**config.mk**
```make
export PLATFORM = sky130hd
export DESIGN_NAME = brsci_update
export DESIGN_NICKNAME = d
export VERILOG_FILES = /design/src/design/brsci_pkg.sv /design/src/design/brsci_update.sv
export SDC_FILE = /design/constraint.sdc
export NUM_CORES = 1
export LEC_CHECK = 0
export BUFFER_PORTS_ARGS = -buffer_cell sky130_fd_sc_hd__buf_4
export CAP_MARGIN = 20
export CORE_MARGIN = 2
export CORE_UTILIZATION = 53
export DETAILED_ROUTE_END_ITERATION = 10
export PLACE_DENSITY = 0.89
export SYNTH_ARGS = -nofsm -noshare
export SYNTH_HDL_FRONTEND = slang
export SYNTH_SLANG_ARGS = --single-unit
```
**constraint.sdc**
```tcl
create_clock -name clk -period 5.3 [get_ports clk]
set_input_delay 0.265 -clock clk [delete_from_list [all_inputs] [get_ports clk]]
set_output_delay 0.265 -clock clk [all_outputs]
set_load 0.02 [all_outputs]
```
**src/design/brsci_pkg.sv**
```systemverilog
// ----------------------------------------------------------------------------
// brsci_pkg
// Shared sizes, types and helpers for the rectangle set/clear/invert bitmap.
// ----------------------------------------------------------------------------
package brsci_pkg;

  localparam int GRID_SIDE = 1024;
  localparam int COORD_W   = 10;
  localparam int COUNT_W   = 21;
  localparam int WORD_BITS = 64;
  localparam int BIT_W     = 6;
  localparam int POP_W     = 7;

  localparam int ROW_WORDS = (GRID_SIDE + WORD_BITS - 1) / WORD_BITS;
  localparam int ROW_W     = (GRID_SIDE > 1) ? $clog2(GRID_SIDE) : 1;
  localparam int WORD_W    = (ROW_WORDS > 1) ? $clog2(ROW_WORDS) : 1;
  localparam int ADDR_W    = ROW_W + WORD_W;
  localparam int RAM_DEPTH = 1 << ADDR_W;
  localparam int CRD_W     = (ROW_W > COORD_W) ? ROW_W : COORD_W;

  typedef enum logic [1:0] {
    FN_SET    = 2'd0,
    FN_CLEAR  = 2'd1,
    FN_INVERT = 2'd2
  } func_t;

  // One rectangle, already clamped and split into rows, words and bit offsets.
  typedef struct packed {
    func_t              func;
    logic               noop;
    logic [ROW_W-1:0]   row_lo;
    logic [ROW_W-1:0]   row_hi;
    logic [WORD_W-1:0]  word_lo;
    logic [WORD_W-1:0]  word_hi;
    logic [BIT_W-1:0]   bit_lo;
    logic [BIT_W-1:0]   bit_hi;
  } cmd_t;

  // One word access handed from the walker to the update pipeline.
  typedef struct packed {
    logic                 v;
    logic                 wipe;
    logic [ADDR_W-1:0]    addr;
    logic [WORD_BITS-1:0] mask;
    func_t                func;
  } op_t;

  // Pairwise adder tree, so the depth grows with the log of the word width.
  function automatic logic [POP_W-1:0] ones_in(input logic [WORD_BITS-1:0] v);
    logic [POP_W-1:0] s [WORD_BITS];
    for (int i = 0; i < WORD_BITS; i++) begin
      s[i] = POP_W'(v[i]);
    end
    for (int step = 1; step < WORD_BITS; step = step * 2) begin
      for (int i = 0; i + step < WORD_BITS; i = i + 2 * step) begin
        s[i] = s[i] + s[i + step];
      end
    end
    return s[0];
  endfunction

endpackage

```
**src/design/brsci_update.sv**
```systemverilog
// ----------------------------------------------------------------------------
// brsci_update
// Read-modify-write pipeline: applies the operation to each word read back,
// writes it, and keeps the running count of lit cells.
// ----------------------------------------------------------------------------
module brsci_update (
  input  logic                            clk,
  input  logic                            rst,
  input  brsci_pkg::op_t                  issue,
  input  logic [brsci_pkg::WORD_BITS-1:0] rdata,
  output logic                            we,
  output logic [brsci_pkg::ADDR_W-1:0]    waddr,
  output logic [brsci_pkg::WORD_BITS-1:0] wdata,
  output logic                            busy,
  output logic [brsci_pkg::COUNT_W-1:0]   count
);
  import brsci_pkg::*;

  op_t                  p1;
  logic                 p2_v;
  logic [WORD_BITS-1:0] p2_old;
  logic [WORD_BITS-1:0] p2_new;
  logic                 p3_v;
  logic [POP_W-1:0]     p3_old;
  logic [POP_W-1:0]     p3_new;
  logic [WORD_BITS-1:0] nw;

  always_comb begin
    case (p1.func)
      FN_SET:    nw = rdata | p1.mask;
      FN_CLEAR:  nw = rdata & ~p1.mask;
      FN_INVERT: nw = rdata ^ p1.mask;
      default:   nw = rdata;
    endcase
  end

  assign we    = p1.v;
  assign waddr = p1.addr;
  assign wdata = p1.wipe ? '0 : nw;
  assign busy  = p1.v || p2_v || p3_v;

  always_ff @(posedge clk) begin
    if (rst) begin
      p1.v  <= 1'b0;
      p2_v  <= 1'b0;
      p3_v  <= 1'b0;
      count <= '0;
    end else begin
      p1   <= issue;
      p2_v <= p1.v && !p1.wipe;
      p3_v <= p2_v;
      if (p3_v) begin
        count <= count + COUNT_W'(p3_new) - COUNT_W'(p3_old);
      end
    end
    p2_old <= rdata & p1.mask;
    p2_new <= nw & p1.mask;
    p3_old <= ones_in(p2_old);
    p3_new <= ones_in(p2_new);
  end

endmodule

```
Word-level counts from Yosys, hierarchy flattened
Cells that the tools add are included.
Word-level totals
  output and inout bits: 101
  register bits after elaboration: 247
  word-level logic and storage cells: 155
Cells by class
  multiplexer cells: 2
  eq/ne operators: 2
  bitwise gates (word level): 6
  add/subtract/negate cells: 128
  reduce and logical (&&, ||, !) cells: 5
Operators with widths (number)
  64-bit AND: 3
  64-bit case mux with 3 select lines: 1
  1-bit by 1-bit adder with 2-bit output: 64
  2-bit by 2-bit adder with 3-bit output: 32
  3-bit by 3-bit adder with 4-bit output: 16
  64-bit two-way mux: 1
  64-bit inverter: 1
  64-bit OR: 1
  64-bit bitwise XOR: 1
  4-bit by 4-bit adder with 5-bit output: 8
  5-bit by 5-bit adder with 6-bit output: 4
  21-bit by 7-bit adder with 21-bit output: 1
  21-bit by 7-bit subtractor with 21-bit output: 1
  6-bit by 6-bit adder with 7-bit output: 2
  2-bit by 1-bit equality test with 1-bit output, second input constant: 1
  2-bit equality test, second input constant: 1
  2-bit zero test: 1
  1-bit logical OR: 2
  1-bit logical AND: 1
  1-bit zero test: 1

Logic depth before layout (Yosys ltp)
Gate-level depths: netlist of the first run.
  depth in word-level cells: 6
  gate-level depth with buffers: 22

Least setup slack after synthesis of the first run
OpenSTA, ideal clock, no wires.
  kind: register to register
  from: register p2_new[59]
  to: register p3_new[6]
  period minus slack after synthesis: 5.595 ns
  setup slack: -0.295 ns
  buffers on the path: 0
  arrival: 5.478 ns
  library setup time: 0.117 ns
  cell stages (with the launch flop): 21
  path through: dfxtp_1 > inv_1 > fa_1 > fa_1 > inv_1 > fa_1 > inv_1 > fa_1 > fa_1 > fa_1 > fa_1 > fa_1 > inv_1 > ha_1 > fa_1 > a21oi_1 > nor2_1 > nor2_1 > nor2b_1 > o21ai_0 > nand2b_1
On the way
  longest elaborated chain between the ends: 6
Ends and longest elaborated chain
  start, declared: RTL line brsci_update.sv:22  | logic [WORD_BITS-1:0] p2_new;
  start signal, assigned: RTL line brsci_update.sv:57  | p2_new <= nw & p1.mask;
  1-bit by 1-bit adder with 2-bit output: RTL line brsci_pkg.sv:56  | s[i] = s[i] + s[i + step];
  2-bit by 2-bit adder with 3-bit output: RTL line brsci_pkg.sv:56
  3-bit by 3-bit adder with 4-bit output: RTL line brsci_pkg.sv:56
  4-bit by 4-bit adder with 5-bit output: RTL line brsci_pkg.sv:56
  5-bit by 5-bit adder with 6-bit output: RTL line brsci_pkg.sv:56
  6-bit by 6-bit adder with 7-bit output: RTL line brsci_pkg.sv:56
  end signal, assigned: RTL line brsci_update.sv:59  | p3_new <= ones_in(p2_new);
  end, declared: RTL line brsci_update.sv:25  | logic [POP_W-1:0] p3_new;
Every way passes these cells.
A chain may end at the register's enable or synchronous reset.

Worst setup path after layout of the first run
  from: register p2_new[53]
  to: register p3_new[6]
The elaborated chain is that of the path after synthesis.

==> flow_metrics.env, run 1 <==
export IMPL_cts_root_buf="sky130_fd_sc_hd__clkbuf_16"
export IMPL_dr_first_iter_drc_count=684
export IMPL_route_met2_wl_mm=22.8
export IMPL_synthesis_nets=1962
export IMPL_finalCriticalPeriod_ns=5.86
export IMPL_setup_viol_count_final=11
export IMPL_postSynth_asyncResetShare_pct=0
export IMPL_chipWidth_um=180
export IMPL_final_common_cell="sky130_fd_sc_hd__inv_1"
export IMPL_synth_top_flop_cell="sky130_fd_sc_hd__dfxtp_1"
export IMPL_synthesis_area_mm2=0.0164
export IMPL_timing_critical_path_arrival_ns=6.29
export IMPL_routed_via_count=11600
export IMPL_timing_max_transition_violations_final=0
export IMPL_nets=2346
export IMPL_post_route_drc_count=0
export IMPL_ctsHtreeMaxLevel=1
export IMPL_synth_seq_area_share_pct=35.1
export IMPL_grt_usage_pct=26.8
export IMPL_clock_sinks=247
export IMPL_leading_area_contributor_after_synthesis="sky130_fd_sc_hd__dfxtp_1"
export IMPL_wirelength_mm=43.0
export IMPL_dp_hpwl_mm=28.8
export IMPL_critical_path_class="reg2reg"
export IMPL_setup_slack_ns=-0.560
export IMPL_ant_nets=0
export IMPL_report_final_hold_viol_count=0
export IMPL_whs_ns=0.0138
export IMPL_critical_path_startpoint="p2_new[53]"
export IMPL_fillerInstances=1915
export IMPL_rsz_0062_raised_after_global_routing="true"
export IMPL_run_status="complete, but fails checks"
export IMPL_largest_net_degree_at_the_start_of_global_routing=53
export IMPL_drive_above_1_share_pct=23.3
export IMPL_firstDrtPassIters=8
export IMPL_grt_pass1_vias=13200
export IMPL_synth_area_top_cells="sky130_fd_sc_hd__dfxtp_1 20%, sky130_fd_sc_hd__ha_1 19%, sky130_fd_sc_hd__edfxtp_1 15%"
export IMPL_fp_row_count=64
export IMPL_yosys_mux_area_fraction_pct=9.35
export IMPL_synthAdderAreaFrac_pct=32.6
export IMPL_area_delta_synth_final_pct=28.1
export IMPL_required_ns=5.73
export IMPL_place_gp_congestion=0.893
export IMPL_synth_enable_flop_cells=81
export IMPL_timing_slew_headroom_pct=40.9
export IMPL_dominant_combinational_cell_family_by_area_after_synthesis="adder cells"
export IMPL_first_pass_grt_wire_length_mm=68.4
export IMPL_coreArea_mm2=0.0305
export IMPL_met3_length_mm=2.31
export IMPL_fmax_mhz=171
export IMPL_initial_core_utilization_pct=53.7
export IMPL_grt_antenna_before_repair=0
export IMPL_min_delay_path_class="in2reg"
export IMPL_die_height_um=180
export IMPL_drt_wirelength_per_cell_um=19.0
export IMPL_numCtsBuffers=29
export IMPL_globalRoute_totalOverflow=0
export IMPL_finalCritPeriodShare_pct=111
export IMPL_max_cap_violations=0
export IMPL_r2r_start="p2_new[53]"
export IMPL_worstSetupEndpointType="flop"
export IMPL_yosys_area_share_simple_pct=7.43
export IMPL_synth_top_area_share_pct=20.3
export IMPL_highest_layer="met4"
export IMPL_drt_vias_per_instance=5.14
export IMPL_layout_cells_most_common_list="403 x sky130_fd_sc_hd__inv_1, 265 x sky130_fd_sc_hd__buf_4, 241 x sky130_fd_sc_hd__ha_1"
export IMPL_synth_yosys_warnings=0
export IMPL_port_buffer_count=248
export IMPL_num_io_pins=249
export IMPL_postSynthCellCount=1456
export IMPL_synth_seq_cells=247
export IMPL_wl_met1_mm=15.4
export IMPL_timing_critical_path_fanout_max=2
export IMPL_tritoncts="done"
export IMPL_synth_xor_area_share_pct=1.07
export IMPL_die_area_mm2=0.0324
export IMPL_max_clock_path_buffers=3
export IMPL_complex_gate_fraction_of_the_synthesized_area_pct=3.33
export IMPL_violations="setup timing"
export IMPL_synthDistinctLibCells=54
export IMPL_worstHoldStart="rdata[8]"
export IMPL_setup_worst_path_start_class="flop"
export IMPL_post_synth_cell_area_avg_um2=11.3
export IMPL_worst_slew_pin_transition_ns=0.886
export IMPL_path_clk_slew_ns=0.06
export IMPL_fin_skew_ns=0.0205
export IMPL_clock_latency_ns=0.56
export IMPL_diodes=0
==> synth_stat cells (all sizes together) (2+ instances only) <==
library cell,n
a211oi,4
a21boi,2
a21o,7
a21oi,27
a22o,3
a31o,2
and2,66
and3,2
and4,2
buf,29
clkbuf,11
dfxtp,166
edfxtp,81
fa,115
ha,243
inv,428
mux2i,8
mux4,64
nand2,15
nand2b,3
nand3,6
nand4,4
nor2,26
nor2b,69
nor3,5
o21a,5
o21ai,11
o21bai,5
o221ai,3
o311ai,2
o31ai,2
or3,7
xnor2,11
xor2,9
==> through the flow <==
step / worst slack (ns) / cells / setup TNS [ns] / utilization (%) / area, um^2
global placement: -0.277 / 2076 / -1.52 / 61.2 / 18700
floorplan: -0.144 / 1456 / -0.472 / - / 16400
detailed placement: -0.435 / 2076 / -2.82 / 61.2 / 18700
CTS: -0.386 / 2256 / -2.79 / 68.6 / 20900
global route: -0.726 / 2258 / -5.27 / 68.8 / 21000
finish: -0.560 / 2258 / -3.72 / 68.8 / 21000
==> worst max-delay path, cell delays in order (launching register included) <==
cell and delay [ns]:
sky130_fd_sc_hd__dfxtp_2 0.32, sky130_fd_sc_hd__inv_2 0.04, sky130_fd_sc_hd__fa_1 0.49, sky130_fd_sc_hd__fa_1 0.58, sky130_fd_sc_hd__inv_1 0.08, sky130_fd_sc_hd__fa_1 0.48
sky130_fd_sc_hd__inv_1 0.05, sky130_fd_sc_hd__fa_1 0.51, sky130_fd_sc_hd__fa_1 0.46, sky130_fd_sc_hd__fa_1 0.53, sky130_fd_sc_hd__fa_1 0.44, sky130_fd_sc_hd__fa_1 0.52
sky130_fd_sc_hd__inv_2 0.06, sky130_fd_sc_hd__ha_4 0.16, sky130_fd_sc_hd__fa_2 0.36, sky130_fd_sc_hd__a21oi_2 0.14, sky130_fd_sc_hd__nor2_1 0.06, sky130_fd_sc_hd__nor2_1 0.16
sky130_fd_sc_hd__nor2b_1 0.09, sky130_fd_sc_hd__o21ai_1 0.14, sky130_fd_sc_hd__nand2b_1 0.07
==> worst paths after layout <==
kind                to  cells past startpoint  slack (ns)
max reg2reg  p3_new[6]                     20       -0.56
min reg2reg       p3_v                      1        0.46
max          p3_new[6]                     20       -0.56
min          p2_old[8]                      2        0.01
==> sequential cells by signal (all words and copies together) (netlist names), 7 cells and up <==
name    cells
waddr      14
p3_old      7
p1         67
p2_new     64
p3_new      7
count      21
p2_old     64
==> cells by family (layout without fill, tap and decap cells) <==
kind of cell	Yosys count	count (layout)
AOI/OAI and AO/OA	79	79
xor gates and xnor gates	20	20
adders and majority gates	358	358
buffers and inverters	468	874
DFF	247	247
muxes	73	73
and+or+nand+nor	211	211
==> cell type report <==
cell class	instances	area [um^2]	share of cell area, %
clock inverters	4	36.3	0.173
clock buffers	49	917	4.37
multi-input cells	741	8910	42.4
repair buffers	393	3270	15.6
flip-flops and latches	247	5760	27.4
well taps	396	495	2.36
inverters	428	1610	7.66
==> routing by layer <==
| metal | track usage [%] | vias up |
|---|---|---|
| met5 | 0 | - |
| met4 | 14.4 | 0 |
| met3 | 4.74 | 159 |
| met2 | 49.5 | 458 |
| met1 | 28.9 | 5726 |
| li1 | - | 5273 |
==> timing repair <==
action	in CTS	in global routing
pin swaps	11	14
hold endpoints to repair	125	1
resized for setup	25	23
hold buffers	125	1
endpoints found under the setup margin	12	12
setup buffers	4	3
Power of run 1 is left out: the tool's default activity adds up to more than one toggle a clock period on the data nets, which glitch-free logic cannot reach.
==> run 2, diff against run 1 <==
Settings changed: CELL_PAD_IN_SITES_DETAIL_PLACEMENT set to 2, CELL_PAD_IN_SITES_GLOBAL_PLACEMENT set to 2, CORE_UTILIZATION 53 to 35.
==> run 2 against run 1 <==
Against the previous run:
- the run still ends with setup timing left
- flip-flop and latch count stayed put
- setup slack worse by 0.34 ns
- clock-buffer cell count is 4 lower
- final cell count is 11% higher
- die area is 50% higher
- global-route usage is 0.10 points lower
- non-clock buffer count is 24 higher
- cell area is 3.3% higher
- clock skew is 0.0017 ns lower
- critical endpoint unchanged
- largest cell class unchanged
==> flow_metrics.env, run 2 (synthesis results as in run 1) <==
export IMPL_routed_via_count=12000
export IMPL_drive_above_1_share_pct=25.5
export IMPL_r2r_start="p2_new[23]"
export IMPL_drt_vias_per_instance=4.81
export IMPL_violations="setup timing"
export IMPL_timing_max_transition_violations_final=0
export IMPL_fmax_mhz=161
export IMPL_globalRoute_totalOverflow=0
export IMPL_timing_critical_path_arrival_ns=6.68
export IMPL_die_height_um=220
export IMPL_chipWidth_um=220
export IMPL_fin_skew_ns=0.0189
export IMPL_report_final_hold_viol_count=0
export IMPL_firstDrtPassIters=5
export IMPL_path_clk_slew_ns=0.06
export IMPL_die_area_mm2=0.0486
export IMPL_coreArea_mm2=0.0464
export IMPL_required_ns=5.78
export IMPL_clock_latency_ns=0.61
export IMPL_critical_path_startpoint="p2_new[23]"
export IMPL_nets=2372
export IMPL_first_pass_grt_wire_length_mm=94.4
export IMPL_finished_core_util_pct=46.8
export IMPL_setup_worst_path_start_class="flop"
export IMPL_max_cap_violations=0
export IMPL_dp_hpwl_mm=39.6
export IMPL_largest_net_degree_at_the_start_of_global_routing=48
export IMPL_area_delta_synth_final_pct=32.3
export IMPL_r2r_slack_ns=-0.90
export IMPL_worstHoldStart="rst"
export IMPL_setup_tns_ns=-7.62
export IMPL_grt_antenna_before_repair=1
export IMPL_max_flop_register="p1"
export IMPL_finalCriticalPeriod_ns=6.20
export IMPL_initial_core_utilization_pct=35.4
export IMPL_seqCellArea_mm2=0.00577
export IMPL_fillerInstances=4615
export IMPL_post_route_drc_count=0
export IMPL_largest_register_ff_count=67
export IMPL_ant_nets=0
export IMPL_max_clock_path_buffers=3
export IMPL_worst_slew_pin_transition_ns=0.811
export IMPL_place_gp_congestion=0.843
export IMPL_dpl_worst_slack_ns=-0.717
export IMPL_port_buffer_count=248
export IMPL_critical_path_class="reg2reg"
export IMPL_dr_first_iter_drc_count=505
export IMPL_clock_sinks=247
export IMPL_multi_input_comb_area_mm2=0.00899
export IMPL_min_delay_path_class="in2reg"
export IMPL_cts_root_buf="sky130_fd_sc_hd__clkbuf_16"
export IMPL_setup_viol_count_final=12
export IMPL_layout_cells_most_common_list="392 x sky130_fd_sc_hd__inv_1, 267 x sky130_fd_sc_hd__buf_4, 239 x sky130_fd_sc_hd__ha_1"
export IMPL_drt_wirelength_per_cell_um=26.0
export IMPL_grt_usage_pct=26.6
export IMPL_timing_slew_headroom_pct=45.9
export IMPL_numCtsBuffers=31
export IMPL_grt_pass1_vias=14700
export IMPL_largest_registers="p1 (67), p2_new (64), p2_old (64)"
export IMPL_ctsHtreeMaxLevel=1
export IMPL_worstSetupEndpointType="flop"
export IMPL_wirelength_mm=65.0
export IMPL_finalCritPeriodShare_pct=117
export IMPL_timing_critical_path_fanout_max=2
export IMPL_num_io_pins=249
export IMPL_whs_ns=0.0442
export IMPL_fp_row_count=79
export IMPL_rsz_0062_raised_after_global_routing="true"
export IMPL_tritoncts="done"
export IMPL_setup_slack_ns=-0.904
export IMPL_run_status="complete, but fails checks"
export IMPL_final_common_cell="sky130_fd_sc_hd__inv_1"
[run 2: changes by cell type in the layout (fill, tap and decap cells not counted), sizes merged]
cell	before	now
dlygate4sd3	126	144
clkinv	2	11
buf	267	273
clkbuf	49	45
bufinv	0	1
diode	0	1
inv	430	429
[run 2: path summary, 6_finish.rpt]
| check | end | cells past startpoint |
|---|---|---|
| max | p3_new[6] | 20 |
| min | count[2] | 2 |
| max reg2reg | p3_new[6] | 20 |
| min reg2reg | p3_v | 1 |
[run 2: cell type report]
| type | count | area share, % |
|---|---|---|
| diodes | 1 | 0.0115 |
| clock buffers | 45 | 4.34 |
| clock inverters | 13 | 0.467 |
| inverters | 428 | 7.42 |
| multi-input cells | 741 | 41.5 |
| flip-flops and latches | 247 | 26.6 |
| well taps | 607 | 3.50 |
| repair buffers | 417 | 16.2 |
[run 2: timing repair]
action	in CTS	in global routing
setup endpoints to repair	12	13
hold buffers	141	3
endpoints found under the hold margin	141	3
setup buffers	9	4
resized for setup	48	41
pin swaps	20	23
[run 2: worst max-delay path, stage by stage, from the launching register on]
cell,delay (ns)
sky130_fd_sc_hd__dfxtp_2,0.35
sky130_fd_sc_hd__inv_2,0.06
sky130_fd_sc_hd__fa_1,0.56
sky130_fd_sc_hd__inv_1,0.06
sky130_fd_sc_hd__fa_1,0.47
sky130_fd_sc_hd__fa_1,0.52
sky130_fd_sc_hd__inv_2,0.05
sky130_fd_sc_hd__fa_2,0.58
sky130_fd_sc_hd__fa_2,0.50
sky130_fd_sc_hd__fa_2,0.59
sky130_fd_sc_hd__fa_2,0.46
sky130_fd_sc_hd__fa_1,0.55
sky130_fd_sc_hd__inv_2,0.07
sky130_fd_sc_hd__ha_4,0.16
sky130_fd_sc_hd__fa_2,0.35
sky130_fd_sc_hd__a21oi_2,0.14
sky130_fd_sc_hd__nor2_1,0.06
sky130_fd_sc_hd__nor2_1,0.16
sky130_fd_sc_hd__nor2b_1,0.09
sky130_fd_sc_hd__o21ai_1,0.18
sky130_fd_sc_hd__nand2b_1,0.09
[run 2: through the flow]
step,instance area (um^2),cells
2_1_floorplan,16400,1456
3_3_place_gp,18900,2287
3_5_place_dp,18900,2287
4_1_cts,21500,2492
5_1_grt,21700,2499
6_report,21700,2499
[run 2: layer usage]
layer	global-route usage (%)	part of all wire (%)	vias up
li1	-	-	5308
met1	27.0	35	6178
met2	51.9	56	337
met3	4.44	3.5	190
met4	13.7	5.6	0
met5	0	0	-
Power of run 2 is left out for the same reason.
