File: src/design/brsci_pkg.sv
// ----------------------------------------------------------------------------
// brsci_pkg
// Shared sizes, types and helpers for the rectangle set/clear/invert bitmap.
// ----------------------------------------------------------------------------
package brsci_pkg;

  localparam int GRID_SIDE = 1024;
  localparam int COORD_W   = 10;
  localparam int COUNT_W   = 21;
  localparam int WORD_BITS = 64;
  localparam int BIT_W     = 6;
  localparam int POP_W     = 7;

  localparam int ROW_WORDS = (GRID_SIDE + WORD_BITS - 1) / WORD_BITS;
  localparam int ROW_W     = (GRID_SIDE > 1) ? $clog2(GRID_SIDE) : 1;
  localparam int WORD_W    = (ROW_WORDS > 1) ? $clog2(ROW_WORDS) : 1;
  localparam int ADDR_W    = ROW_W + WORD_W;
  localparam int RAM_DEPTH = 1 << ADDR_W;
  localparam int CRD_W     = (ROW_W > COORD_W) ? ROW_W : COORD_W;

  typedef enum logic [1:0] {
    FN_SET    = 2'd0,
    FN_CLEAR  = 2'd1,
    FN_INVERT = 2'd2
  } func_t;

  // One rectangle, already clamped and split into rows, words and bit offsets.
  typedef struct packed {
    func_t              func;
    logic               noop;
    logic [ROW_W-1:0]   row_lo;
    logic [ROW_W-1:0]   row_hi;
    logic [WORD_W-1:0]  word_lo;
    logic [WORD_W-1:0]  word_hi;
    logic [BIT_W-1:0]   bit_lo;
    logic [BIT_W-1:0]   bit_hi;
  } cmd_t;

  // One word access handed from the walker to the update pipeline.
  typedef struct packed {
    logic                 v;
    logic                 wipe;
    logic [ADDR_W-1:0]    addr;
    logic [WORD_BITS-1:0] mask;
    func_t                func;
  } op_t;

  // Pairwise adder tree, so the depth grows with the log of the word width.
  function automatic logic [POP_W-1:0] ones_in(input logic [WORD_BITS-1:0] v);
    logic [POP_W-1:0] s [WORD_BITS];
    for (int i = 0; i < WORD_BITS; i++) begin
      s[i] = POP_W'(v[i]);
    end
    for (int step = 1; step < WORD_BITS; step = step * 2) begin
      for (int i = 0; i + step < WORD_BITS; i = i + 2 * step) begin
        s[i] = s[i] + s[i + step];
      end
    end
    return s[0];
  endfunction

endpackage

File: src/design/brsci_walk.sv
// ----------------------------------------------------------------------------
// brsci_walk
// Address sequencer: clears the bitmap after reset, then walks each rectangle
// one word at a time, row by row, and builds the bit mask for every word.
// ----------------------------------------------------------------------------
module brsci_walk (
  input  logic            clk,
  input  logic            rst,
  input  logic            start,
  input  brsci_pkg::cmd_t cmd,
  input  logic            upd_busy,
  output logic            idle,
  output logic            done,
  output brsci_pkg::op_t  issue
);
  import brsci_pkg::*;

  typedef enum logic [1:0] {ST_CLEAR, ST_IDLE, ST_RUN, ST_DRAIN} state_t;

  state_t            state;
  logic [ADDR_W-1:0] clr_addr;
  cmd_t              cmd_q;
  logic [ROW_W-1:0]  row;
  logic [WORD_W-1:0] word;
  logic [BIT_W-1:0]  lo_bit;
  logic [BIT_W-1:0]  hi_bit;

  always_ff @(posedge clk) begin
    if (rst) begin
      state    <= ST_CLEAR;
      clr_addr <= '0;
    end else begin
      case (state)
        ST_CLEAR: begin
          clr_addr <= clr_addr + 1'b1;
          if (clr_addr == ADDR_W'(RAM_DEPTH - 1)) begin
            state <= ST_IDLE;
          end
        end
        ST_IDLE: if (start) begin
          cmd_q <= cmd;
          row   <= cmd.row_lo;
          word  <= cmd.word_lo;
          state <= cmd.noop ? ST_DRAIN : ST_RUN;
        end
        ST_RUN: if (word == cmd_q.word_hi) begin
          word <= cmd_q.word_lo;
          if (row == cmd_q.row_hi) begin
            state <= ST_DRAIN;
          end else begin
            row <= row + 1'b1;
          end
        end else begin
          word <= word + 1'b1;
        end
        ST_DRAIN: if (!upd_busy) begin
          state <= ST_IDLE;
        end
        default: state <= ST_IDLE;
      endcase
    end
  end

  // Only the first and last word of a row are partly covered.
  always_comb begin
    lo_bit     = (word == cmd_q.word_lo) ? cmd_q.bit_lo : '0;
    hi_bit     = (word == cmd_q.word_hi) ? cmd_q.bit_hi : '1;
    issue.v    = (state == ST_CLEAR) || (state == ST_RUN);
    issue.wipe = (state == ST_CLEAR);
    issue.addr = (state == ST_CLEAR) ? clr_addr : {row, word};
    issue.mask = ({WORD_BITS{1'b1}} >> (BIT_W'(WORD_BITS - 1) - hi_bit))
               & ({WORD_BITS{1'b1}} << lo_bit);
    issue.func = cmd_q.func;
  end

  assign idle = (state == ST_IDLE);
  assign done = (state == ST_DRAIN) && !upd_busy;

endmodule

File: config.mk
export PLATFORM = sky130hd
export DESIGN_NAME = brsci_walk
export DESIGN_NICKNAME = d
export VERILOG_FILES = /design/src/design/brsci_pkg.sv /design/src/design/brsci_walk.sv
export SDC_FILE = /design/constraint.sdc
export NUM_CORES = 1
export LEC_CHECK = 0
export BUFFER_PORTS_ARGS = -buffer_cell sky130_fd_sc_hd__clkbuf_2
export CAP_MARGIN = 30
export CORE_ASPECT_RATIO = 1.4
export CORE_MARGIN = 10
export CORE_UTILIZATION = 56
export CTS_BUF_LIST = sky130_fd_sc_hd__clkbuf_8 sky130_fd_sc_hd__clkbuf_16
export CTS_CLUSTER_DIAMETER = 30
export DETAILED_ROUTE_END_ITERATION = 7
export GPL_ROUTABILITY_DRIVEN = 0
export PLACE_DENSITY = 0.91
export SLEW_MARGIN = 20
export SYNTH_ARGS = -nofsm -noshare
export SYNTH_HDL_FRONTEND = slang
export SYNTH_SLANG_ARGS = --single-unit
File: constraint.sdc
create_clock -name clk -period 4 [get_ports clk]
set_input_delay 0 -clock clk [delete_from_list [all_inputs] [get_ports clk]]
set_output_delay 0 -clock clk [all_outputs]
set_load 0.02 [all_outputs]
=== Yosys cells after proc, flatten, opt, wreduce, memory -nomap -nowiden ===
Index checks and enable logic that the tools add are counted.

* $add $sub $neg: 4
* Eq/ne operators: 13
* Shift-type cells: 2
* Multiplexer cells: 17
* Bitwise operators: 2
* Reductions and logical operators: 9

{| class="wikitable"
|+ Operators by type and width
! cell !! number
|-
| $and 64x64->64 || 1
|-
| $shl 64x6->64 const A || 1
|-
| $shr 64x6->64 const A || 1
|-
| $mux 10 || 3
|-
| $pmux 10 s2 || 1
|-
| $add 14x1->14 const B || 1
|-
| $eq 14x14->1 const B || 1
|-
| $mux 14 || 1
|-
| $mux 6 || 2
|-
| $add 10x1->10 const B || 1
|-
| $eq 10x10->1 || 1
|-
| $mux 2 || 5
|-
| $ne 2x2->1 const B || 5
|-
| $reduce_and 5->1 || 2
|-
| $eq 4x4->1 || 2
|-
| $mux 4 || 2
|-
| $pmux 2 s4 || 1
|-
| $pmux 4 s2 || 1
|-
| $reduce_and 3->1 || 2
|-
| $sub 6x6->6 const A || 1
|-
| $add 4x1->4 const B || 1
|-
| $eq 2x2->1 const B || 2
|-
| $eq 2x1->1 const B || 1
|-
| $logic_not 2->1 || 1
|-
| 7 further kinds || 7
|}

* Bits in registers: 62
* Input bits: 47
* Output and inout port bits: 84

=== Logic depth before layout (Yosys ltp) ===
Gate-level depths: netlist (run 1).

* Word-level depth: 5
* Gate-level depth with buffers: 7

=== Least setup slack after synthesis (run 1) ===
No wires, ideal clock.

* Kind: register to register
* Start: register state[1]
* End: register cmd_q[0] (netlist name) (enable)
* Arrival: 2.147 ns
* Required time: 3.579 ns
* Path slack: 1.432 ns
* Stages on the path, launching flop included: 5
* Buffers on the path: 0
* Period minus slack after synthesis: 2.568 ns
* Path through: dfxtp_1 > inv_1 > ha_1 > nand2_1 > nor2_1

* Cells in the longest elaborated chain, start to end: 2

{| class="wikitable"
|+ RTL lines
! element !! RTL line !! RTL
|-
| start: declaration || brsci_walk.sv:20 || <nowiki>state_t state;</nowiki>
|-
| start signal: assignment || brsci_walk.sv:44 || <nowiki>state <= cmd.noop ? ST_DRAIN : ST_RUN;</nowiki>
|-
| $eq 2x1->1 || - ||
|-
| named net idle || brsci_walk.sv:12 || <nowiki>output logic idle,</nowiki>
|-
| $reduce_and 3->1 (no source line) || - ||
|-
| end signal: assignment || brsci_walk.sv:41 || <nowiki>cmd_q <= cmd;</nowiki>
|-
| end: declaration || brsci_walk.sv:22 || <nowiki>cmd_t cmd_q;</nowiki>
|}

The timed path passes the listed nets, and every way through them passes these cells.
A chain may end at the register's enable or synchronous reset.

==> results by group, run 1 <==
Outcome
  • Status: complete, no violations

Cells and area
  • Area growth, synth to finish: 28.33%
  • Layout cells sized above 1: 0.2785
  • Post-layout net count: around 700
  • Most common cell after layout, fill and taps aside: clkbuf_2
  • Antenna cells: 0
  • Post-layout util: 0.7407
  • Fillers: 518
  • Commonest non-fill, non-tap cells in the layout: clkbuf_2, nor2_1, a21oi_1

Detailed routing
  • ANT nets after route: 0
  • Via count: 4594
  • First-pass DRT Iterations: 6
  • Post-Route WL: between 10000 and 15000 um
  • Vias per cell: 6.302
  • Initial DRC count: 460
  • Routed len/inst: roughly 20 um
  • DRC: 0

Clock network
  • Root Buffer: clkbuf_8
  • # hold bufs at CTS: 40
  • Clk Latency, worst-skew pair: between 300 and 400 ps
  • CTS resizes: 0
  • TritonCTS buffer count: 9
  • TritonCTS clock tree: done
  • Clk pin slew, worst setup/hold paths: 70 ps
  • CTS HTree Levels: 3
  • Postcts setup bufs: 0
  • # clock sinks: 62
  • Max clock buf depth: 2

Timing
  • Count of final setup violators: 0
  • Min cycle time layout: roughly 3100 ps
  • Hold Vio Cnt, Final: 0
  • Fin Setup TNS: 0 ps
  • Final Max Tran Viols: 0
  • Slew margin rel.: 0.4393
  • Unrepaired setup endpoints after global routing: no
  • Period utilisation layout: 0.7842
  • Max Clock Skew: about 13 ps
  • Maximum clock rate: around 320 MHz
  • Worst-margin pin slew: approximately 840 ps

Yosys
  • Synth Area in Compound Gates: 0.2157
  • Net count after synthesis: 542
  • Syn Inst Count: approximately 500
  • Main synth FF type: edfxtp_1
  • Register area share after synthesis: 0.3980
  • XOR/XNOR Fraction of Synth Area: 0.07785
  • Async set-reset flop share out of synthesis: 0
  • Library cells used by synthesis: slightly below 50
  • EDFF count, synth: 46
  • Post-Synth Adder-Cell Area: 0.02049
  • Simple logic cell fraction of the synthesized area: 0.1814
  • Synth Area per Inst: about 8.8 um^2
  • Yosys warnings: 0
  • Mux cell area share after synthesis: 0.04917
  • Largest family of logic cells by synthesized area: compound AO/OA/AOI/OAI gates
  • #FFs+latches synth: 62
  • Mapped Area: 0.004275 mm^2

Floorplanning
  • I/O pin cnt: 131
  • Placement Rows: 37
  • Die H: roughly 120 um
  • Core area: 0.007407 mm^2
  • Die Area: 0.01158 mm^2
  • Starting density of the core: 0.5772
  • Die X: around 94 um

Critical path
  • Arrival @ worst endpoint: ~3100 ps
  • Slowest-stage cell, CP: nor4_4
  • Worst-path fanout max: 16
  • Cells along the critical path: xor2_1, nor4_4, nand2b_1, nor2_2, a221oi_1, clkbuf_2
  • Setup crit end kind: output pin
  • Critical Path RT: about 4000 ps
  • Startpoint Class: flip-flop
  • Crit path largest cell delay: 720 ps
  • Critical path class: flip-flop to output pin

Global routing
  • Initial antenna violation count: 0
  • Total grt overflow: 0
  • Largest net degree at the start of global routing: 31
  • Total global-route track usage: 0.2447
  • First-pass GRT wire length: 23010 um
  • Vias in the first global route: between 4000 and 5000

Power
  • Clock power share: 0.429
  • Internal power: 0.001086 W
  • Net switching power: around 0.00028 W
  • Worst VDD drop: roughly 0.39 mV
  • Switching Share: 0.2038
  • LEAKAGE: 2.206 nW
  • Comb power frac: 0.061
  • PwrDens: 248.7 mW/mm^2
  • Sequential Power Share: 0.510

Placed design
  • DP HPWL: 9782 um
  • IO Port Bufs: 130

Min path
  • Hold crit path type: input port to flip-flop

Flow run
  • Max-cap viol count: 0
[per-layer routing]
metal,up-vias,wire length (um),global-route usage
met5,-,0,0
met3,81,1782,0.08247
met4,0,731,0.1276
met2,390,7120,0.4229
li1,2052,-,-
met1,2071,4989,0.2575
[power groups by stage]
stage                     sequential, W  clock [W]  combinational, W
after detailed placement       0.000710          0         0.0000485
after global routing           0.000696   0.000618         0.0000902
after CTS                      0.000696   0.000581         0.0000808
after floorplan                0.000709          0         0.0000198
final                          0.000695   0.000585         0.0000836
after global placement         0.000709          0         0.0000457
[registers in the layout, summed over array words and instances (netlist names)]
| register | count |
|---|---|
| cmd_q | 30 |
| clr_addr | 14 |
| row | 10 |
| word | 4 |
| issue | 2 |
| state | 2 |
[Yosys cell counts (2+ instances only)]
cell type	instances	area, um^2
a2bb2oi_1	2	17.52
edfxtp_1	46	1381
a21oi_1	50	250.2
a21o_1	8	60.06
ha_1	7	87.58
o31ai_1	2	15.01
nor2b_1	7	43.79
nand2_1	35	131.4
or3_1	8	50.05
o21ai_0	31	155.2
or2_2	3	18.77
nand2b_1	7	43.79
mux2_2	16	180.2
and3_1	6	37.54
nor3_1	13	65.06
mux2i_1	3	30.03
inv_1	8	30.03
nand3_1	7	35.03
a41oi_1	2	17.52
a311oi_1	2	17.52
o21a_1	6	45.04
nor2_1	54	202.7
a22oi_1	17	127.6
nor4_1	2	12.51
and2_1	5	31.28
a221oi_1	6	52.55
a211oi_1	9	67.56
clkbuf_1	29	108.9
o211a_1	3	30.03
buf_1	4	15.01
nand4_1	8	50.05
buf_4	4	30.03
buf_2	10	50.05
dfxtp_1	16	320.3
xnor2_1	11	96.34
a31o_2	2	17.52
xor2_1	27	236.5
[path summary, 6_finish.rpt]
path | start | endpoint | slack (ps) | cells after the start
worst max-delay path | word[0] | issue[13] | 860 | 6
worst min-delay path | cmd[39] | row[9] | 10 | 3
worst max register to register | word[0] | word[2] | 1640 | 6
worst min register to register | clr_addr[11] | clr_addr[11] | 510 | 2
[final cells by class]
cell class                 count  area [um^2]  share of cell area
inverter                       8        30.03            0.005473
timing repair buffer         176         1096              0.1998
clock buffer                   9        123.9             0.02258
tap                           97        121.4             0.02212
sequential                    62         1702              0.3101
multi-input combinational    370         2331              0.4249
clock inverter                 7        82.58             0.01505
[kinds of logic after synthesis]
| group | Yosys count |
|---|---|
| flops | 62 |
| mux | 19 |
| buf+inv | 56 |
| compound gates | 146 |
| xor+xnor | 38 |
| simple gates | 160 |
| fa+ha+maj | 7 |
[per-stage QoR]
step / std cells / setup slack, ps / cell area, um^2 / hold slack (ps) / power [W]
2_1_floorplan: 488 / 1432 / 4275 / 78.11 / 0.0007284
3_3_place_gp: 673 / 1437 / 4880 / 176.7 / 0.0007550
3_5_place_dp: 673 / 1316 / 4880 / 178.7 / 0.0007581
4_1_cts: 729 / 916.1 / 5487 / 18.35 / 0.001358
5_1_grt: 729 / 636.1 / 5487 / 5.778 / 0.001404
6_report: 729 / 863.0 / 5487 / 13.71 / 0.001364
[worst max-delay path: cells and delay by family (launching register included)]
family | cells | cell delay, ps
simple gates | 3 | 1730
flops | 1 | 500
xor+xnor | 1 | 210
buf+inv | 1 | 210
compound gates | 1 | 150
Note: power is estimated with default switching activity, not from simulation.
==> inputs of run 2 (changes only) <==
--- a/config.mk
+++ b/config.mk
@@ -5,16 +5,17 @@
 export SDC_FILE = /design/constraint.sdc
 export NUM_CORES = 1
 export LEC_CHECK = 0
+export ABC_AREA = 1
 export BUFFER_PORTS_ARGS = -buffer_cell sky130_fd_sc_hd__clkbuf_2
 export CAP_MARGIN = 30
 export CORE_ASPECT_RATIO = 1.4
 export CORE_MARGIN = 10
-export CORE_UTILIZATION = 56
+export CORE_UTILIZATION = 47
 export CTS_BUF_LIST = sky130_fd_sc_hd__clkbuf_8 sky130_fd_sc_hd__clkbuf_16
 export CTS_CLUSTER_DIAMETER = 30
 export DETAILED_ROUTE_END_ITERATION = 7
 export GPL_ROUTABILITY_DRIVEN = 0
-export PLACE_DENSITY = 0.91
+export PLACE_DENSITY = 0.82
 export SLEW_MARGIN = 20
 export SYNTH_ARGS = -nofsm -noshare
 export SYNTH_HDL_FRONTEND = slang
==> constraint.sdc (replaced) <==
create_clock -name clk -period 2.7 [get_ports clk]
set_input_delay 0 -clock clk [delete_from_list [all_inputs] [get_ports clk]]
set_output_delay 0 -clock clk [all_outputs]
set_load 0.02 [all_outputs]
==> results by group, run 2 <==
Global routing
  • Initial antenna violation count: 0 (unchanged)
  • Vias in the first global route: 4949 (+6.4%)
  • Total global-route track usage: 0.2207 (-0.02395)
  • First-pass GRT wire length: 24070 um (+4.6%)
  • Largest net degree at the start of global routing: 30 (-3.2%)
  • Total grt overflow: 0 (unchanged)

Detailed routing
  • Via count: 5098 (+11%)
  • DRC: 0 (unchanged)
  • Routed len/inst: 16.92 um (-16%)
  • Post-Route WL: 15600 um (+6.7%)
  • Vias per cell: 5.529 (-12%)
  • Initial DRC count: 513 (+12%)
  • ANT nets after route: 0 (unchanged)
  • First-pass DRT Iterations: 7 (+1)

Cells and area
  • Most common cell after layout, fill and taps aside: nand2_1
  • Max reg flops: 30 (unchanged)
  • Post-layout net count: 864 (+27%)
  • Sequential Area: 0.001702 mm^2 (unchanged)
  • Largest regs: cmd_q x30, clr_addr x14, row x10
  • Commonest non-fill, non-tap cells in the layout: nand2_1, clkbuf_2, nor2_1
  • Fillers: 752 (+45%)
  • Final cell count without fillers: 922 (+26%)
  • Layout cells sized above 1: 0.2221 (-0.05640)
  • Area growth, synth to finish: 33.97%
  • Reg with most FFs: cmd_q
  • Antenna cells: 0 (unchanged)
  • Area of the multi-input gates: 0.002250 mm^2 (-3.5%)

Power
  • LEAKAGE: 2.817 nW (+28%)
  • Worst VDD drop: 0.3888 mV (+0.22%)
  • PwrDens: 384.0 mW/mm^2 (+54%)

Yosys
  • Most frequent cell after synthesis: nand2_1
  • Syn Inst Count: 634 (+30%)
  • Async set-reset flop share out of synthesis: 0 (unchanged)
  • Post-synth top area share: 0.3183 (-0.004751)
  • Mapped Area: 0.004339 mm^2 (+1.5%)
  • Commonest cells post-synth: nand2_1, nor2_1, inv_1
  • Net count after synthesis: 688 (+27%)
  • Ranking of synthesized cells by area: edfxtp_1, nand2_1, nor2_1
  • Library cells used by synthesis: 34 (-31%)
  • Synth Area per Inst: 6.844 um^2 (-22%)
  • EDFF count, synth: 46 (unchanged)
  • Main synth FF type: edfxtp_1
  • #FFs+latches synth: 62 (unchanged)
  • Yosys warnings: 0 (unchanged)
  • Area leader, netlist: edfxtp_1
  • Register area share after synthesis: 0.3922 (-0.005853)

Floorplanning
  • Core area: 0.009029 mm^2 (+22%)
  • Die X: 101.2 um (+7.8%)
  • Die Area: 0.01353 mm^2 (+17%)
  • Die H: 133.7 um (+8.4%)
  • I/O pin cnt: 131 (unchanged)
  • Placement Rows: 41 (+11%)
  • Starting density of the core: 0.4806 (-0.09660)

Clock network
  • TritonCTS buffer count: 9 (unchanged)
  • Max clock buf depth: 2 (unchanged)
  • Root Buffer: clkbuf_16
  • CTS HTree Levels: 3 (unchanged)
  • Clk pin slew, worst setup/hold paths: 50 ps (-20 ps)
  • TritonCTS clock tree: done
  • Clk Latency, worst-skew pair: 330 ps (-20 ps)
  • # clock sinks: 62 (unchanged)

Critical path
  • Arrival @ worst endpoint: 2490 ps (-650 ps)
  • Startpoint Class: flip-flop
  • Crit path largest cell delay: 440 ps (-280 ps)
  • Setup crit end kind: output pin
  • Critical Path RT: 2700 ps (-1300 ps)
  • Cells along the critical path: inv_1, nand2_1, nand2_1, nor2_2, nand3_2, nor2_2, nand2_1, o21ai_1, inv_1, clkbuf_2
  • Worst-path fanout max: 8 (-8)
  • Slowest-stage cell, CP: edfxtp_1
  • Critical path class: flip-flop to output pin
  • Most frequent CP cell: nand2_1

Timing
  • Final Max Tran Viols: 0 (unchanged)
  • Fin Setup TNS: 0 ps (unchanged)
  • Worst hold slack: 24.23 ps (+10.53 ps)
  • Final WS setup: 208.6 ps (-654.5 ps)
  • Worst-margin pin slew: 635.6 ps (-205.5 ps)
  • Unrepaired setup endpoints after global routing: no
  • Period utilisation layout: 0.9227
  • Maximum clock rate: around 400 MHz
  • Slew margin rel.: 0.5758 (+0.1365)
  • Min cycle time layout: 2491 ps
  • Max Clock Skew: 4.623 ps (-8.033 ps)
  • Hold Vio Cnt, Final: 0 (unchanged)
  • Count of final setup violators: 0 (unchanged)

Min path
  • Hold crit path type: input port to flip-flop

Placed design
  • Worst slack, placed: 517.3 ps (-798.2 ps)
  • DP HPWL: 11480 um (+17%)
  • Inst Count DP: 862 (+28%)
  • IO Port Bufs: 130 (unchanged)

Outcome
  • Status: complete, no violations

Flow run
  • Max-cap viol count: 0 (unchanged)
run 2: cell count changes after synthesis, moves of 8 or more:
| cell | delta |
|---|---|
| a211oi_1 | -9 |
| nand3_1 | +25 |
| or3_1 | -8 |
| inv_1 | +64 |
| nand2_1 | +141 |
| clkbuf_1 | -20 |
| xor2_1 | -18 |
| inv_2 | +8 |
| a22oi_1 | -17 |
| o21ai_1 | +8 |
| mux2_2 | -16 |
| nor2_1 | +59 |
| a21o_1 | -8 |
run 2: cell families after synthesis:
group,Yosys count,synth area share
AOI/OAI and AO/OA,96,0.1174
xor gates and xnor gates,17,0.03432
adders and majority gates,7,0.02018
buffers and inverters,97,0.08996
DFF,62,0.3922
and+or+nand+nor,355,0.3460
run 2: final timing paths:
path / from / endpoint / slack, ps / cells after the start
setup / recovery: word[1] / issue[3] / 210 / 10
hold / removal: rst / clr_addr[6] / 20 / 2
setup reg to reg: state[0] / clr_addr[13] / 690 / 12
hold reg to reg: clr_addr[13] / clr_addr[13] / 490 / 2
run 2: report_power, final:
part / internal, W / leakage [nW] / switching (W)
clock: 0.000697 / 0.145 / 0.000379
combinational: 0.0000758 / 2.13 / 0.0000496
sequential: 0.00103 / 0.543 / 0.00000368
total: 0.00180 / 2.82 / 0.000433
run 2: worst max-delay path: cells and delay by family (launching register included):
family,cells,cell delay (ps)
buffers and inverters,3,290
AO/OA/AOI/OAI,1,170
flip-flops,1,440
AND/OR/NAND/NOR,6,1240
run 2: repair_timing:
action                                  4_1_cts  5_1_grt
gates resized for setup                       0        0
buffers inserted                              0        2
hold endpoints to repair                     44        0
endpoints found under the setup margin        0        5
hold buffers                                 42        0
run 2: layout make-up:
cell class | count | area share
Tap cell | 107 | 0.02303
Clock inverter | 7 | 0.009686
Multi-Input combinational cell | 475 | 0.3870
Inverter | 80 | 0.05166
Clock buffer | 9 | 0.03874
Timing Repair Buffer | 182 | 0.1972
Sequential cell | 62 | 0.2927
run 2: through the flow:
step	utilization	power (W)	instance area [um^2]
after floorplan	-	0.001076	4339
after global placement	0.5644	0.001119	5096
after detailed placement	0.5644	0.001121	5096
after CTS	0.6422	0.002244	5798
after global routing	0.6438	0.002309	5813
final	0.6438	0.002232	5813
run 2: per-layer routing:
layer	vias to the layer above	share of wire	GRT usage
li1	2387	-	-
met1	2228	0.32	0.2162
met2	397	0.50	0.3847
met3	86	0.12	0.07453
met4	0	0.057	0.1335
met5	-	0	0
==> inputs of run 3 (changes only) <==
--- a/config.mk
+++ b/config.mk
@@ -8,14 +8,16 @@
 export ABC_AREA = 1
 export BUFFER_PORTS_ARGS = -buffer_cell sky130_fd_sc_hd__clkbuf_2
 export CAP_MARGIN = 30
+export CELL_PAD_IN_SITES_DETAIL_PLACEMENT = 1
+export CELL_PAD_IN_SITES_GLOBAL_PLACEMENT = 1
 export CORE_ASPECT_RATIO = 1.4
 export CORE_MARGIN = 10
-export CORE_UTILIZATION = 47
+export CORE_UTILIZATION = 33
 export CTS_BUF_LIST = sky130_fd_sc_hd__clkbuf_8 sky130_fd_sc_hd__clkbuf_16
 export CTS_CLUSTER_DIAMETER = 30
 export DETAILED_ROUTE_END_ITERATION = 7
 export GPL_ROUTABILITY_DRIVEN = 0
-export PLACE_DENSITY = 0.82
+export PLACE_DENSITY = 0.83
 export SLEW_MARGIN = 20
 export SYNTH_ARGS = -nofsm -noshare
 export SYNTH_HDL_FRONTEND = slang
==> results by group, run 3 (same netlist as run 2, synthesis figures left out) <==
Cells and area
  • Area growth, synth to finish: 35.55%
  • Post-layout net count: 859 (-0.58%)
  • Antenna cells: 0 (unchanged)
  • Layout cells sized above 1: 0.2198 (-0.002333)
  • Commonest non-fill, non-tap cells in the layout: nand2_1, clkbuf_2, nor2_1
  • Fillers: 1682 (+120%)
  • Most common cell after layout, fill and taps aside: nand2_1
  • Largest regs: cmd_q x30, clr_addr x14, row x10
  • Max reg flops: 30 (unchanged)
  • Reg with most FFs: cmd_q
  • Final cell count without fillers: 963 (+4.4%)

Power
  • Comb power frac: 0.051 (-0.005)
  • PwrDens: 417.3 mW/mm^2 (+8.7%)
  • LEAKAGE: 2.817 nW (about the same)
  • Worst VDD drop: 0.3966 mV (+2.0%)
  • Clock power share: 0.529 (+0.047)
  • Sequential Power Share: 0.420 (-0.042)
  • Internal power: 0.001987 W (+10%)
  • Total power: 0.002455 W (+10%)
  • Switching Share: 0.1905 (-0.003295)
  • Net switching power: 0.0004677 W (+8.1%)

Global routing
  • Vias in the first global route: 5369 (+8.5%)
  • Total grt overflow: 0 (unchanged)
  • Initial antenna violation count: 0 (unchanged)
  • Largest net degree at the start of global routing: 23 (-23%)
  • Total global-route track usage: 0.1998 (-0.02091)
  • First-pass GRT wire length: 28600 um (+19%)

Clock network
  • Root Buffer: clkbuf_16
  • Clk pin slew, worst setup/hold paths: 50 ps (about the same)
  • Clk Latency, worst-skew pair: 330 ps (about the same)
  • Max clock buf depth: 2 (unchanged)
  • CTS HTree Levels: 3 (unchanged)
  • # clock sinks: 62 (unchanged)
  • TritonCTS clock tree: done
  • Postcts setup bufs: 0 (unchanged)
  • TritonCTS buffer count: 9 (unchanged)

Detailed routing
  • DRC: 0 (unchanged)
  • Top layer in use: met4
  • ANT nets after route: 0 (unchanged)
  • Initial DRC count: 241 (-53%)
  • Via count: 5007 (-1.8%)
  • Wl on met1: 6496 um (+29%)
  • Vias per cell: 5.199 (-6.0%)
  • Metal2 WL: 9662 um (+25%)
  • First-pass DRT Iterations: 5 (-2)
  • Post-Route WL: 18280 um (+17%)
  • Met3 WL: 1376 um (-29%)
  • Routed len/inst: 18.98 um (+12%)

Timing
  • Final WS setup: 197.4 ps (-11.21 ps)
  • Maximum clock rate: 399.6 MHz (-0.45%)
  • Worst hold slack: 8.108 ps (-16.13 ps)
  • Min cycle time layout: 2503 ps (+11.21 ps)
  • Slew margin rel.: 0.5709 (-0.004922)
  • Worst-margin pin slew: 638.8 ps (+3.152 ps)
  • Unrepaired setup endpoints after global routing: no
  • Fin Setup TNS: 0 ps (unchanged)
  • Count of final setup violators: 0 (unchanged)
  • Period utilisation layout: 0.9269 (+0.004151)
  • Hold Vio Cnt, Final: 0 (unchanged)
  • Final Max Tran Viols: 0 (unchanged)
  • Max Clock Skew: 8.281 ps (+3.659 ps)

Floorplanning
  • I/O pin cnt: 131 (unchanged)
  • Die H: 155.7 um (+16%)
  • Core area: 0.01287 mm^2 (+43%)
  • Die Area: 0.01820 mm^2 (+35%)
  • Placement Rows: 49 (+20%)
  • Starting density of the core: 0.3370 (-0.1436)
  • Die X: 116.9 um (+16%)

Critical path
  • Startpoint Class: flip-flop
  • Worst-path fanout max: 13 (+5)
  • Arrival @ worst endpoint: 2500 ps (about the same)
  • Critical path class: flip-flop to output pin
  • Setup crit end kind: output pin
  • Critical Path RT: 2700 ps (about the same)

Outcome
  • Status: complete, no violations

Placed design
  • Worst slack, placed: 506.9 ps (-10.44 ps)
  • DP HPWL: 14050 um (+22%)
  • Inst Count DP: 908 (+5.3%)
  • IO Port Bufs: 130 (unchanged)

Min path
  • Hold crit path type: input port to flip-flop

Flow run
  • Max-cap viol count: 0 (unchanged)
[run 3: path summary, 6_finish.rpt]
check / startpoint / endpoint / slack, ps / cells past startpoint
min reg2reg: clr_addr[13] / clr_addr[13] / 500 / 2
max reg2reg: state[1] / clr_addr[10] / 570 / 10
max: word[1] / issue[22] / 200 / 12
min: cmd[36] / row[6] / 8 / 3
[run 3: what timing repair did]
item,4_1_cts,5_1_grt
hold endpoints to repair,40,0
resized for setup,0,2
hold buffers,39,0
endpoints found under the setup margin,0,2
[run 3: power by group through the flow]
| stage | Combinational, W | Clock (W) | Sequential [W] |
|---|---|---|---|
| after floorplan | 0.0000279 | 0 | 0.00105 |
| after global placement | 0.0000719 | 0 | 0.00105 |
| after detailed placement | 0.0000768 | 0 | 0.00105 |
| after CTS | 0.000124 | 0.00132 | 0.00103 |
| after global routing | 0.000138 | 0.00135 | 0.00103 |
| final | 0.000126 | 0.00130 | 0.00103 |
[run 3: metrics by stage]
step	instance area, um^2	util
floorplan	4339	-
global placement	5159	0.4007
detailed placement	5159	0.4007
CTS	5879	0.4567
global route	5882	0.4569
finish	5882	0.4569
[run 3: metal layers]
layer / track usage / up-vias
li1: - / 2379
met1: 0.2004 / 2375
met2: 0.3742 / 207
met3: 0.04426 / 46
met4: 0.09445 / 0
met5: 0 / -
[run 3: layout make-up]
cell class,count,area [um^2],area share
clock inverters,7,105.1,0.01787
well taps,153,191.4,0.03255
flip-flops and latches,62,1702,0.2893
clock buffers,9,225.2,0.03829
multi-input cells,475,2255,0.3833
repair buffers,177,1101,0.1872
inverters,80,302.8,0.05148
[run 3: critical path, cell delays in order (launching register included)]
cell and delay (ps):
edfxtp_1 430, inv_1 80, nand2_1 70, nand2_1 70, nor2_2 220, nand2_4 180, nor2_4 280, nand2_1 230
nand2_1 190, inv_1 100, nand2_1 100, a21oi_1 50, clkbuf_2 170
